### src/design/gdr_pkg.sv
// ---------------------------------------------------------------------------
// gdr_pkg
// Shared types and constants for the grid DDA wall ray caster.
// ---------------------------------------------------------------------------
package gdr_pkg;

    // divider widths: numerator / quotient and denominator
    localparam int NUM_W = 48;
    localparam int DEN_W = 32;
    // signed map coordinate during the walk (start cell plus up to 1023 steps)
    localparam int MW = 12;
    // signed ray component, Q16
    localparam int RW = 30;
    // side distance accumulators
    localparam int SW = 44;

    localparam int CFG_IDX_W  = 3;
    localparam int CFG_DATA_W = 21;

    localparam logic [CFG_IDX_W-1:0] REG_POS_X    = 3'd0;
    localparam logic [CFG_IDX_W-1:0] REG_POS_Y    = 3'd1;
    localparam logic [CFG_IDX_W-1:0] REG_DIR_X    = 3'd2;
    localparam logic [CFG_IDX_W-1:0] REG_DIR_Y    = 3'd3;
    localparam logic [CFG_IDX_W-1:0] REG_PLANE_X  = 3'd4;
    localparam logic [CFG_IDX_W-1:0] REG_PLANE_Y  = 3'd5;
    localparam logic [CFG_IDX_W-1:0] REG_SCREEN_W = 3'd6;
    localparam logic [CFG_IDX_W-1:0] REG_SCREEN_H = 3'd7;

    localparam logic CMD_CAST  = 1'b0;
    localparam logic CMD_WRITE = 1'b1;

    typedef struct packed {
        logic       command;
        logic [9:0] column;
        logic [4:0] cell_x;
        logic [4:0] cell_y;
        logic [2:0] cell_value;
    } gdr_in_t;

    typedef struct packed {
        logic [9:0]  column_out;
        logic        hit;
        logic        side;
        logic [4:0]  hit_x;
        logic [4:0]  hit_y;
        logic [2:0]  texture_index;
        logic [23:0] distance;
        logic [9:0]  stripe_start;
        logic [9:0]  stripe_end;
        logic [15:0] wall_u;
        logic [7:0]  brightness;
    } gdr_out_t;

    typedef struct packed {
        logic             start;
        logic [NUM_W-1:0] num;
        logic [DEN_W-1:0] den;
    } gdr_div_req_t;

    typedef struct packed {
        logic             done;
        logic [NUM_W-1:0] quo;
    } gdr_div_rsp_t;

endpackage

### src/design/gdr_div.sv
// ---------------------------------------------------------------------------
// gdr_div
// Iterative unsigned restoring divider, one quotient bit per cycle.
// ---------------------------------------------------------------------------
module gdr_div (
    input  logic                  aclk,
    input  logic                  aresetn,
    input  gdr_pkg::gdr_div_req_t req,
    output gdr_pkg::gdr_div_rsp_t rsp
);

    localparam int NW = gdr_pkg::NUM_W;
    localparam int DW = gdr_pkg::DEN_W;
    localparam int CW = $clog2(NW + 1);

    logic [DW-1:0] rem_reg, rem_next;
    logic [NW-1:0] quo_reg, quo_next;
    logic [DW-1:0] den_reg, den_next;
    logic [CW-1:0] cnt_reg, cnt_next;
    logic          busy_reg, busy_next;
    logic          done_reg, done_next;

    logic [DW:0]   shifted;
    logic [DW+1:0] diff;

    assign shifted = {rem_reg, quo_reg[NW-1]};
    assign diff    = {1'b0, shifted} - {2'b00, den_reg};

    always_comb begin
        rem_next  = rem_reg;
        quo_next  = quo_reg;
        den_next  = den_reg;
        cnt_next  = cnt_reg;
        busy_next = busy_reg;
        done_next = 1'b0;
        if (req.start) begin
            rem_next  = '0;
            quo_next  = req.num;
            den_next  = req.den;
            cnt_next  = CW'(NW);
            busy_next = 1'b1;
        end else if (busy_reg) begin
            if (!diff[DW+1]) begin
                rem_next = diff[DW-1:0];
                quo_next = {quo_reg[NW-2:0], 1'b1};
            end else begin
                rem_next = shifted[DW-1:0];
                quo_next = {quo_reg[NW-2:0], 1'b0};
            end
            cnt_next = cnt_reg - CW'(1);
            if (cnt_reg == CW'(1)) begin
                busy_next = 1'b0;
                done_next = 1'b1;
            end
        end
    end

    always_ff @(posedge aclk) begin
        if (!aresetn) begin
            busy_reg <= 1'b0;
            done_reg <= 1'b0;
            cnt_reg  <= '0;
        end else begin
            busy_reg <= busy_next;
            done_reg <= done_next;
            cnt_reg  <= cnt_next;
        end
        rem_reg <= rem_next;
        quo_reg <= quo_next;
        den_reg <= den_next;
    end

    assign rsp.done = done_reg;
    assign rsp.quo  = quo_reg;

endmodule

### config.mk
export PLATFORM = sky130hd
export DESIGN_NAME = gdr_div
export DESIGN_NICKNAME = d
export VERILOG_FILES = /design/src/design/gdr_pkg.sv /design/src/design/gdr_div.sv
export SDC_FILE = /design/constraint.sdc
export NUM_CORES = 1
export LEC_CHECK = 0
export BUFFER_PORTS_ARGS = -buffer_cell sky130_fd_sc_hd__buf_2
export CELL_PAD_IN_SITES_DETAIL_PLACEMENT = 2
export CELL_PAD_IN_SITES_GLOBAL_PLACEMENT = 2
export CORE_ASPECT_RATIO = 2
export CORE_MARGIN = 2
export CORE_UTILIZATION = 36
export CTS_BUF_LIST = sky130_fd_sc_hd__clkbuf_4
export CTS_CLUSTER_DIAMETER = 80
export CTS_CLUSTER_SIZE = 16
export DETAILED_ROUTE_END_ITERATION = 12
export PLACE_DENSITY = 0.89
export SKIP_LAST_GASP = 1
export SYNTH_ARGS = -nofsm -noshare
export SYNTH_HDL_FRONTEND = slang
export SYNTH_SLANG_ARGS = --single-unit
### constraint.sdc
create_clock -name aclk -period 3.53 [get_ports aclk]
set_input_delay 1.059 -clock aclk [delete_from_list [all_inputs] [get_ports aclk]]
set_output_delay 1.059 -clock aclk [all_outputs]
set_load 0.01 [all_outputs]
==> results.rst, run 1 <==
.. list-table::
   :header-rows: 1

   * - Metric
     - Value
   * - Largest net degree at the start of global routing
     - 117
   * - Crit path top cell by count
     - sky130_fd_sc_hd__inv_1
   * - First-pass iteration count of the detailed router
     - 4
   * - Count of endpoints failing hold in the final timing report
     - 0
   * - Detail-routed net length per standard cell
     - 22.29 µm
   * - GR Overflow Total
     - 0
   * - Arrival time of data at the critical path endpoint
     - 3.89 ns
   * - Fin nets
     - 865
   * - DRC errors left
     - 0
   * - Core area
     - 17,780 µm²
   * - Routability cong.
     - 0.8908
   * - Number of H-tree levels
     - 4
   * - Part of the Yosys area used for sequential elements
     - 0.4885
   * - Critical path buffer and inverter count
     - 3
   * - Die outline width
     - 99.43 µm
   * - Register-to-register path setup slack
     - 0.11 ns
   * - Area added between synthesis and finish
     - 19.14%
   * - Vias in the first global route
     - 6,540
   * - Startpoint class of the critical path
     - flip-flop
   * - Critical path origin
     - quo_reg[47]
   * - Pin slew with the least headroom to its limit
     - 0.8002 ns
   * - Number of flops mapped to enable cells by yosys
     - 80
   * - Depth of the worst register-to-register path
     - 14
   * - Top post-synthesis cells by count
     - sky130_fd_sc_hd__edfxtp_1 (80), sky130_fd_sc_hd__nand2_1 (65), sky130_fd_sc_hd__nor2_1 (57)
   * - Gate family responsible for the most delay along the worst path
     - compound AO/OA/AOI/OAI gates
   * - FF-to-FF Start
     - quo_reg[47]
   * - DP Wirelength
     - 15,420 µm
   * - Syn Inst Count
     - 613
   * - Vias per Instance
     - 5.600
   * - Worst slack after detailed placement
     - -0.06305 ns
   * - Result of the run
     - completed
   * - Post-CTS clock slew at the launch and capture registers of the worst setup and hold paths
     - 0.13 ns
   * - TritonCTS Buffers
     - 17
   * - Total wire length after detailed routing
     - 21,710 µm
   * - Root Buffer Master
     - sky130_fd_sc_hd__clkbuf_4
   * - Unique cell type count in the Yosys netlist
     - 58
   * - Critical Path Fanout Max
     - 5
   * - Antenna violations before repair
     - 1
   * - Clock tree from TritonCTS
     - yes
   * - Sequence of cells on the critical path
     - inv_1 > ha_1 > inv_1 > fa_1 > a21o_1 > a221oi_1 > buf_4 > o211ai_1 > a31oi_2 > o21ai_0 > a221oi_2 > xnor2_1 > nand2_1 > a311oi_2
   * - IR Drop Worst-Case VDD
     - 0.2449 mV
   * - Cell area after synthesis
     - 6556 µm²
   * - Count of vias placed by the detailed router
     - 5,454
   * - Number of synthesis warnings
     - 0
   * - Worst Min Path Start
     - rem_reg[8]
   * - First-pass GRT wire length
     - 34,200 µm
   * - Cell types occupying the most area after synthesis
     - sky130_fd_sc_hd__edfxtp_1 (37%), sky130_fd_sc_hd__dfxtp_1 (12%), sky130_fd_sc_hd__mux2_2 (8.2%), sky130_fd_sc_hd__ha_1 (6.5%), sky130_fd_sc_hd__nand2_1 (3.7%)
   * - Number of flip-flops and latches in the synthesized netlist
     - 120
   * - Critical path required time
     - 4.01 ns
   * - Worst hold path cell count
     - 2
   * - Number of flip-flops in the largest register
     - 48
   * - Layout Cell Area excl Fill
     - 7811 µm²
   * - Post-route clock period utilization
     - 0.9680
   * - Number of max-slew violations in the final report
     - 0
   * - IO Port Bufs
     - 131
   * - Final setup slack of the worst path
     - 0.1128 ns
   * - Initial standard-cell utilization of the core
     - 0.3687
   * - Kind of capture point of the worst setup path
     - flip-flop
   * - Slowest stage cell, crit path
     - sky130_fd_sc_hd__edfxtp_1
   * - Synthesized area divided by synthesized cell count
     - 10.70 µm²
   * - Post-synthesis net count
     - 731
   * - Dominant synthesized flop cell
     - sky130_fd_sc_hd__edfxtp_1
   * - Area share of the largest cell type after synthesis
     - 0.3664
   * - Min-delay worst type
     - reg2reg
   * - Die area
     - 19,370 µm²
   * - Starting DRT DRC Count
     - 192
   * - Endpoint, Worst Hold
     - rem_reg[9]
   * - Worst reg2reg endpoint
     - rem_reg[24]
   * - Detail Route Antenna Nets
     - 0
   * - Cell type with the largest total area after synthesis
     - sky130_fd_sc_hd__edfxtp_1
   * - Area post-placement
     - 7443 µm²
   * - Most repeated cell in the gate-level netlist after synthesis
     - sky130_fd_sc_hd__edfxtp_1
   * - Number of cell rows
     - 69
   * - IO Count
     - 132
   * - Number of filler instances in the final layout
     - 1,880
   * - Total GRT Usage
     - 0.2301
   * - Areal power density over the cells
     - 491.7 nW/µm²
   * - Later-pin clock latency in the skew report
     - 0.56 ns
   * - Sink Count
     - 120
   * - Ratio of cells with drive above 1 in the final layout
     - 0.3197
   * - Longest Clk Path Bufs
     - 2
   * - Setup violators final
     - 0
   * - Minimum clock period
     - 3.417 ns
   * - Cts hold-fix bufs
     - 0
   * - Static leakage
     - 0.003284 µW
   * - Smallest hold slack
     - 0.5075 ns
   * - Crit Path Category
     - reg2reg
   * - Largest incremental delay on the critical path
     - 0.43 ns
   * - Share of flip-flops with an asynchronous set or reset after synthesis
     - 0
   * - Die Ht
     - 194.9 µm
   * - Highest achievable clock rate
     - 0.2926 GHz
   * - Worst max-slew margin expressed relative to the limit
     - 0.4528
   * - Worst Skew
     - 0.02748 ns
   * - Max-Cap Viols
     - 0
[where the power goes]
group / leakage, µW / switching [µW] / internal [µW]
Clock: 0.000168 / 624 / 507
Sequential: 0.00113 / 87.0 / 1650
Combinational: 0.00199 / 574 / 403
Total: 0.00328 / 1280 / 2560
[worst max-delay path by stage]
stage | depth (start not counted) | endpoint
2_1_floorplan | 13 | rem_reg[24]
3_3_place_gp | 14 | rem_reg[30]
3_5_place_dp | 14 | rem_reg[30]
4_1_cts | 14 | rem_reg[30]
5_1_grt | 14 | rem_reg[24]
6_report | 14 | rem_reg[24]
[per-layer routing]
| metal | global-route usage | vias to the layer above | part of all wire |
|---|---|---|---|
| li1 | - | 2508 | - |
| met1 | 0.2072 | 2724 | 0.33 |
| met2 | 0.4597 | 169 | 0.60 |
| met3 | 0.04423 | 53 | 0.036 |
| met4 | 0.1213 | 0 | 0.037 |
| met5 | 0 | - | 0 |
[layout make-up]
cell class / count / area [µm²] / share of cell area
antenna: 1 / 2.502 / 0.0003204
clock buffer: 17 / 127.6 / 0.01634
clock inverter: 15 / 190.2 / 0.02435
inverter: 43 / 161.4 / 0.02066
multi-input combinational: 423 / 3093 / 0.3960
sequential: 120 / 3204 / 0.4102
tap: 213 / 266.5 / 0.03412
timing repair buffer: 142 / 765.7 / 0.09803
[layout by cell type (no fill, tap or decap), types with 10 or more instances in the layout]
cell type	netlist	final
sky130_fd_sc_hd__clkbuf_4	0	17
sky130_fd_sc_hd__nor2_1	57	57
sky130_fd_sc_hd__buf_4	2	10
sky130_fd_sc_hd__mux2_2	48	48
sky130_fd_sc_hd__buf_2	3	130
sky130_fd_sc_hd__dfxtp_1	40	39
sky130_fd_sc_hd__a311oi_1	18	17
sky130_fd_sc_hd__nor3_1	10	10
sky130_fd_sc_hd__edfxtp_1	80	80
sky130_fd_sc_hd__nand2_1	65	65
sky130_fd_sc_hd__a21oi_1	24	24
sky130_fd_sc_hd__inv_1	43	43
sky130_fd_sc_hd__xnor2_1	25	25
sky130_fd_sc_hd__ha_1	34	34
sky130_fd_sc_hd__a21o_1	13	13
sky130_fd_sc_hd__o21ai_0	17	16
[logic make-up after synthesis]
kind of cell / count (synthesis) / synth area share
DFF: 120 / 0.4885
buffers and inverters: 70 / 0.04408
xor gates and xnor gates: 34 / 0.04542
AOI/OAI and AO/OA: 130 / 0.1510
adders and majority gates: 35 / 0.06794
and+or+nand+nor: 173 / 0.1160
muxes: 51 / 0.08702
[metrics by stage]
| step | cells | util | TNS (ns) | power [µW] |
|---|---|---|---|---|
| after floorplan | 613 | - | 0 | 2356 |
| after global placement | 938 | 0.4185 | 0 | 2627 |
| after detailed placement | 938 | 0.4185 | -0.06305 | 2702 |
| after CTS | 970 | 0.4368 | 0 | 3861 |
| after global routing | 974 | 0.4392 | -0.3933 | 4028 |
| final | 974 | 0.4392 | 0 | 3840 |
[tightest hold or removal path: cells and delay by family (launching register included)]
| family | cells | cell delay [ns] |
|---|---|---|
| AOI/OAI and AO/OA | 1 | 0.07 |
| DFF | 1 | 0.34 |
| and+or+nand+nor | 1 | 0.06 |
[repair_timing]
item / CTS / global route
resized for setup: 1 / 4
pin swaps: 0 / 3
setup buffers: 0 / 3
hold endpoints to repair: 0 / 0
endpoints found under the setup margin: 2 / 4
Power figures use the tool's default switching activity.
==> inputs of run 2 (changes only) <==
--- a/config.mk
+++ b/config.mk
@@ -6,10 +6,11 @@
 export NUM_CORES = 1
 export LEC_CHECK = 0
 export BUFFER_PORTS_ARGS = -buffer_cell sky130_fd_sc_hd__buf_2
+export CAP_MARGIN = 40
 export CELL_PAD_IN_SITES_DETAIL_PLACEMENT = 2
 export CELL_PAD_IN_SITES_GLOBAL_PLACEMENT = 2
 export CORE_ASPECT_RATIO = 2
-export CORE_MARGIN = 2
+export CORE_MARGIN = 10
 export CORE_UTILIZATION = 36
 export CTS_BUF_LIST = sky130_fd_sc_hd__clkbuf_4
 export CTS_CLUSTER_DIAMETER = 80
==> results.rst, run 2 (synthesis gave the netlist of run 1 again) <==
.. list-table::
   :header-rows: 1

   * - Metric
     - Value
   * - Die outline width
     - 115.4 µm
   * - Initial standard-cell utilization of the core
     - 0.3669
   * - Areal power density over the cells
     - 502.1 nW/µm²
   * - Sequence of cells on the critical path
     - inv_1 > ha_1 > inv_1 > fa_1 > a21o_1 > a221oi_2 > buf_4 > o211ai_1 > a31oi_1 > o21ai_0 > a221oi_2 > xnor2_1 > nand2_1 > a311oi_2
   * - Post-route clock period utilization
     - 0.9776
   * - Root Buffer Master
     - sky130_fd_sc_hd__clkbuf_4
   * - Routing usage on met2
     - 0.3961
   * - Number of flip-flops in the largest register
     - 48
   * - Largest net degree at the start of global routing
     - 117
   * - Part of the total power dissipated in the clock network
     - 0.299
   * - Later-pin clock latency in the skew report
     - 0.60 ns
   * - Core area
     - 17,870 µm²
   * - Number of max-slew violations in the final report
     - 0
   * - Worst max-slew margin expressed relative to the limit
     - 0.4047
   * - Vias in the first global route
     - 6,535
   * - Detail Route Antenna Nets
     - 0
   * - Fraction of met3 tracks used by global routing
     - 0.05887
   * - Smallest hold slack
     - 0.5089 ns
   * - Highest achievable clock rate
     - 0.2898 GHz
   * - Count of endpoints failing hold in the final timing report
     - 0
   * - Number of H-tree levels
     - 4
   * - Pin slew with the least headroom to its limit
     - 0.8705 ns
   * - Post-CTS clock slew at the launch and capture registers of the worst setup and hold paths
     - 0.15 ns
   * - Clock tree from TritonCTS
     - yes
   * - Sink Count
     - 120
   * - Cts hold-fix bufs
     - 0
   * - Kind of capture point of the worst setup path
     - flip-flop
   * - Crit Path Category
     - reg2reg
   * - Switching power summed over all nets
     - 1370 µW
   * - Switching Fraction
     - 0.3487
   * - Total GRT Usage
     - 0.2085
   * - Most common cell after layout, fill and taps aside
     - sky130_fd_sc_hd__buf_2
   * - Count of vias placed by the detailed router
     - 5,545
   * - Static leakage
     - 0.003289 µW
   * - TritonCTS Buffers
     - 17
   * - Most frequent cells in the layout
     - sky130_fd_sc_hd__buf_2 (130), sky130_fd_sc_hd__edfxtp_1 (80), sky130_fd_sc_hd__nand2_1 (65)
   * - Die area
     - 24,340 µm²
   * - Combinational fraction of design power
     - 0.258
   * - Antenna violations before repair
     - 1
   * - Detail-routed net length per standard cell
     - 25.50 µm
   * - Critical path required time
     - 4.06 ns
   * - Setup violators final
     - 0
   * - Met1 GRT Util
     - 0.1790
   * - Routability cong.
     - 0.9058
   * - Critical Path Fanout Max
     - 5
   * - Longest Clk Path Bufs
     - 2
   * - Vias per Instance
     - 5.676
   * - Total wire length after detailed routing
     - 24,910 µm
   * - IO Count
     - 132
   * - Startpoint class of the critical path
     - flip-flop
   * - Minimum clock period
     - 3.451 ns
   * - IO Port Bufs
     - 131
   * - Area added between synthesis and finish
     - 19.37%
   * - Die Ht
     - 210.9 µm
   * - GR Overflow Total
     - 0
   * - First-pass GRT wire length
     - 38,140 µm
   * - Number of cell rows
     - 69
   * - RSZ-0062 raised after global routing
     - yes
   * - Max-Cap Viols
     - 0
   * - Top Usage Layer GRT
     - met2
   * - Slowest stage cell, crit path
     - sky130_fd_sc_hd__edfxtp_1
   * - Worst slack after detailed placement
     - -0.08490 ns
   * - Worst Skew
     - 0.03180 ns
   * - DP Wirelength
     - 16,890 µm
   * - Fin nets
     - 868
   * - Cell-internal power
     - 2559 µW
   * - Largest incremental delay on the critical path
     - 0.42 ns
   * - DRC errors left
     - 0
   * - Arrival time of data at the critical path endpoint
     - 3.98 ns
   * - Part of the power in registers
     - 0.443
   * - First-pass iteration count of the detailed router
     - 4
   * - Starting DRT DRC Count
     - 277
   * - Result of the run
     - completed
   * - Final setup slack of the worst path
     - 0.07911 ns
   * - IR Drop Worst-Case VDD
     - 0.3817 mV
   * - Design Power
     - 3929 µW
   * - Ratio of cells with drive above 1 in the final layout
     - 0.3237
   * - Min-delay worst type
     - reg2reg
run 2: cell count changes in the layout (fill, tap and decap cells not counted), sizes merged:
cell	previous run	this run
inv	49	48
buf	142	145
clkinvlp	1	2
run 2: routing by layer:
metal / up-vias / part of all wire / wire, µm
li1: 2516 / - / -
met1: 2750 / 0.31 / 7844
met2: 202 / 0.57 / 14270
met3: 77 / 0.053 / 1327
met4: 0 / 0.059 / 1471
met5: - / 0 / 0
run 2: what timing repair did:
| action | 4_1_cts | 5_1_grt |
|---|---|---|
| pin swaps | 1 | 4 |
| setup buffers | 1 | 3 |
| cloned | 0 | 0 |
| gates resized for setup | 1 | 5 |
| endpoints found under the setup margin | 3 | 5 |
run 2: power groups by stage:
stage               combinational (µW)  clock, µW  sequential [µW]
CTS                                994       1200             1740
global route                      1100       1240             1760
detailed placement                 952          0             1760
global placement                   885          0             1750
floorplan                          593          0             1760
finish                            1010       1170             1740
run 2: path summary, 6_finish.rpt:
kind	startpoint	endpoint	slack, ns	cells after the start
max	quo_reg[47]	rem_reg[24]	0.08	14
min	rem_reg[22]	rem_reg[23]	0.51	2
max reg2reg	quo_reg[47]	rem_reg[24]	0.08	14
min reg2reg	rem_reg[22]	rem_reg[23]	0.51	2
run 2: per-stage QoR:
| step | instance area [µm²] | std cells | setup TNS (ns) | utilization |
|---|---|---|---|---|
| 3_5_place_dp | 7446 | 940 | -0.08490 | 0.4166 |
| 5_1_grt | 7826 | 977 | -0.1616 | 0.4379 |
| 3_3_place_gp | 7446 | 940 | 0 | 0.4166 |
| 2_1_floorplan | 6556 | 613 | 0 | - |
| 4_1_cts | 7779 | 973 | -0.007158 | 0.4353 |
| 6_report | 7826 | 977 | 0 | 0.4379 |
run 2: critical path: cells and delay by family (launching register included):
kind	cells	cell delay, ns
AOI/OAI and AO/OA	7	1.80
xor gates and xnor gates	1	0.16
adders and majority gates	2	0.60
buffers and inverters	3	0.34
DFF	1	0.42
and+or+nand+nor	1	0.09
run 2: area by class of cell:
class | count | area (µm²)
diodes | 1 | 2.502
clock buffers | 17 | 127.6
clock inverters | 15 | 191.4
fillers | 1861 | 10040
inverters | 43 | 161.4
multi-input cells | 423 | 3097
flip-flops and latches | 120 | 3204
well taps | 213 | 266.5
repair buffers | 145 | 775.7
==> inputs of run 3 (changes only) <==
--- a/config.mk
+++ b/config.mk
@@ -17,6 +17,7 @@
 export CTS_CLUSTER_SIZE = 16
 export DETAILED_ROUTE_END_ITERATION = 12
 export PLACE_DENSITY = 0.89
+export RECOVER_POWER = 25
 export SKIP_LAST_GASP = 1
 export SYNTH_ARGS = -nofsm -noshare
 export SYNTH_HDL_FRONTEND = slang
==> results.rst, run 3 (synthesis gave the netlist of run 1 again) <==
.. list-table::
   :header-rows: 1

   * - Metric
     - Value
   * - Result of the run
     - completed
   * - Layout Cell Area excl Fill
     - 7820 µm²
   * - Largest incremental delay on the critical path
     - 0.42 ns
   * - Initial standard-cell utilization of the core
     - 0.3669
   * - DRC errors left
     - 0
   * - Antenna violations before repair
     - 1
   * - Vias per Instance
     - 5.645
   * - Total GRT Usage
     - 0.2085
   * - Combinational fraction of design power
     - 0.258
   * - Part of the total power dissipated in the clock network
     - 0.299
   * - RSZ-0062 raised after global routing
     - yes
   * - Max-Cap Viols
     - 0
   * - Min-delay worst type
     - reg2reg
   * - Register area
     - 3204 µm²
   * - Areal power density over the cells
     - 502.7 nW/µm²
   * - Slowest stage cell, crit path
     - sky130_fd_sc_hd__edfxtp_1
   * - Highest achievable clock rate
     - 0.2896 GHz
   * - Area post-placement
     - 7446 µm²
   * - Count of vias placed by the detailed router
     - 5,515
   * - Setup violators final
     - 0
   * - Number of filler instances in the final layout
     - 1,865
   * - Number of flip-flops in the largest register
     - 48
   * - Number of cell rows
     - 69
   * - Fin nets
     - 868
   * - Accumulated negative setup slack
     - 0 ns
   * - Clock tree from TritonCTS
     - yes
   * - Most frequent cells in the layout
     - sky130_fd_sc_hd__buf_2 (125), sky130_fd_sc_hd__edfxtp_1 (80), sky130_fd_sc_hd__nand2_1 (65)
   * - Ratio of cells with drive above 1 in the final layout
     - 0.3172
   * - Post-route clock period utilization
     - 0.9783
   * - Detail-routed net length per standard cell
     - 25.52 µm
   * - Critical path required time
     - 4.06 ns
   * - Cell-internal power
     - 2558 µW
   * - Most common cell after layout, fill and taps aside
     - sky130_fd_sc_hd__buf_2
   * - Minimum clock period
     - 3.454 ns
   * - TritonCTS Buffers
     - 17
   * - Switching Fraction
     - 0.3492
   * - Core area
     - 17,870 µm²
   * - GR Overflow Total
     - 0
   * - Critical Path Fanout Max
     - 5
   * - Number of H-tree levels
     - 4
   * - IR Drop Worst-Case VDD
     - 0.3818 mV
   * - Startpoint class of the critical path
     - flip-flop
   * - Vias in the first global route
     - 6,535
   * - Pin slew with the least headroom to its limit
     - 0.8650 ns
   * - Starting DRT DRC Count
     - 294
   * - IO Count
     - 132
   * - Die outline width
     - 115.4 µm
   * - Largest net degree at the start of global routing
     - 117
   * - Die Ht
     - 210.9 µm
   * - Total area of multi-input combinational cells
     - 3097 µm²
   * - Total wire length after detailed routing
     - 24,930 µm
   * - Count of endpoints failing hold in the final timing report
     - 0
   * - Number of max-slew violations in the final report
     - 0
   * - Crit Path Category
     - reg2reg
   * - Sequence of cells on the critical path
     - inv_1 > ha_1 > inv_1 > fa_1 > a21o_1 > a221oi_2 > buf_4 > o211ai_1 > a31oi_1 > o21ai_0 > a221oi_2 > xnor2_1 > nand2_1 > a311oi_2
   * - Detail Route Antenna Nets
     - 0
   * - Routability cong.
     - 0.9058
   * - Root Buffer Master
     - sky130_fd_sc_hd__clkbuf_4
   * - Later-pin clock latency in the skew report
     - 0.61 ns
   * - Longest Clk Path Bufs
     - 2
   * - Post-CTS clock slew at the launch and capture registers of the worst setup and hold paths
     - 0.15 ns
   * - Arrival time of data at the critical path endpoint
     - 3.99 ns
   * - Switching power summed over all nets
     - 1373 µW
   * - Part of the power in registers
     - 0.443
   * - First-pass GRT wire length
     - 38,140 µm
   * - Die area
     - 24,340 µm²
   * - Static leakage
     - 0.003275 µW
   * - IO Port Bufs
     - 131
   * - Worst Skew
     - 0.03389 ns
   * - Area added between synthesis and finish
     - 19.27%
   * - Worst max-slew margin expressed relative to the limit
     - 0.4084
   * - First-pass iteration count of the detailed router
     - 5
   * - Sink Count
     - 120
   * - Kind of capture point of the worst setup path
     - flip-flop
   * - DP Wirelength
     - 16,890 µm
==> run 3: power groups by stage <==
stage / Combinational (µW) / Clock (µW) / Sequential (µW)
3_3_place_gp: 885 / 0 / 1750
2_1_floorplan: 593 / 0 / 1760
3_5_place_dp: 952 / 0 / 1760
5_1_grt: 1100 / 1240 / 1760
4_1_cts: 994 / 1200 / 1740
6_report: 1010 / 1170 / 1740
==> run 3: repair_timing <==
item                                    4_1_cts  5_1_grt
buffers inserted                              1        3
pin swaps                                     1        4
hold buffers                                  0        0
endpoints found under the setup margin        3        5
gates resized for setup                       1        5
gates cloned                                  0        0
==> run 3: through the flow <==
| step | utilization | power, µW | instances | setup slack, ns | hold slack, ns |
|---|---|---|---|---|---|
| finish | 0.4376 | 3931 | 977 | 0.07645 | 0.5103 |
| global route | 0.4376 | 4099 | 977 | -0.08978 | 0.5432 |
| CTS | 0.4353 | 3933 | 973 | -0.007158 | 0.5258 |
| detailed placement | 0.4166 | 2715 | 940 | -0.08490 | 0.5013 |
| global placement | 0.4166 | 2637 | 940 | 0.1699 | 0.4826 |
| floorplan | - | 2356 | 613 | 0.4312 | 0.4587 |
==> run 3: layout make-up <==
type                       count  share of cell area
tap                          213             0.03408
antenna                        1           0.0003200
sequential                   120              0.4098
clock buffer                  17             0.01632
timing repair buffer         145             0.09840
inverter                      43             0.02064
clock inverter                15             0.02448
multi-input combinational    423              0.3960
==> run 3: critical path: cells and delay by family (launching register included) <==
family,cells,cell delay [ns]
buf+inv,3,0.33
flops,1,0.42
xor+xnor,1,0.16
compound gates,7,1.80
fa+ha+maj,2,0.60
simple gates,1,0.09
==> run 3: path summary, 6_finish.rpt <==
| kind | slack (ns) | from | to | cells past startpoint |
|---|---|---|---|---|
| worst max register to register | 0.08 | quo_reg[47] | rem_reg[24] | 14 |
| worst min register to register | 0.51 | rem_reg[16] | rem_reg[17] | 2 |
| worst min-delay path | 0.51 | rem_reg[16] | rem_reg[17] | 2 |
| worst max-delay path | 0.08 | quo_reg[47] | rem_reg[24] | 14 |
==> run 3: per-layer routing <==
| metal | part of all wire | track usage |
|---|---|---|
| met3 | 0.052 | 0.05887 |
| met5 | 0 | 0 |
| met4 | 0.059 | 0.1410 |
| met1 | 0.32 | 0.1790 |
| met2 | 0.57 | 0.3961 |
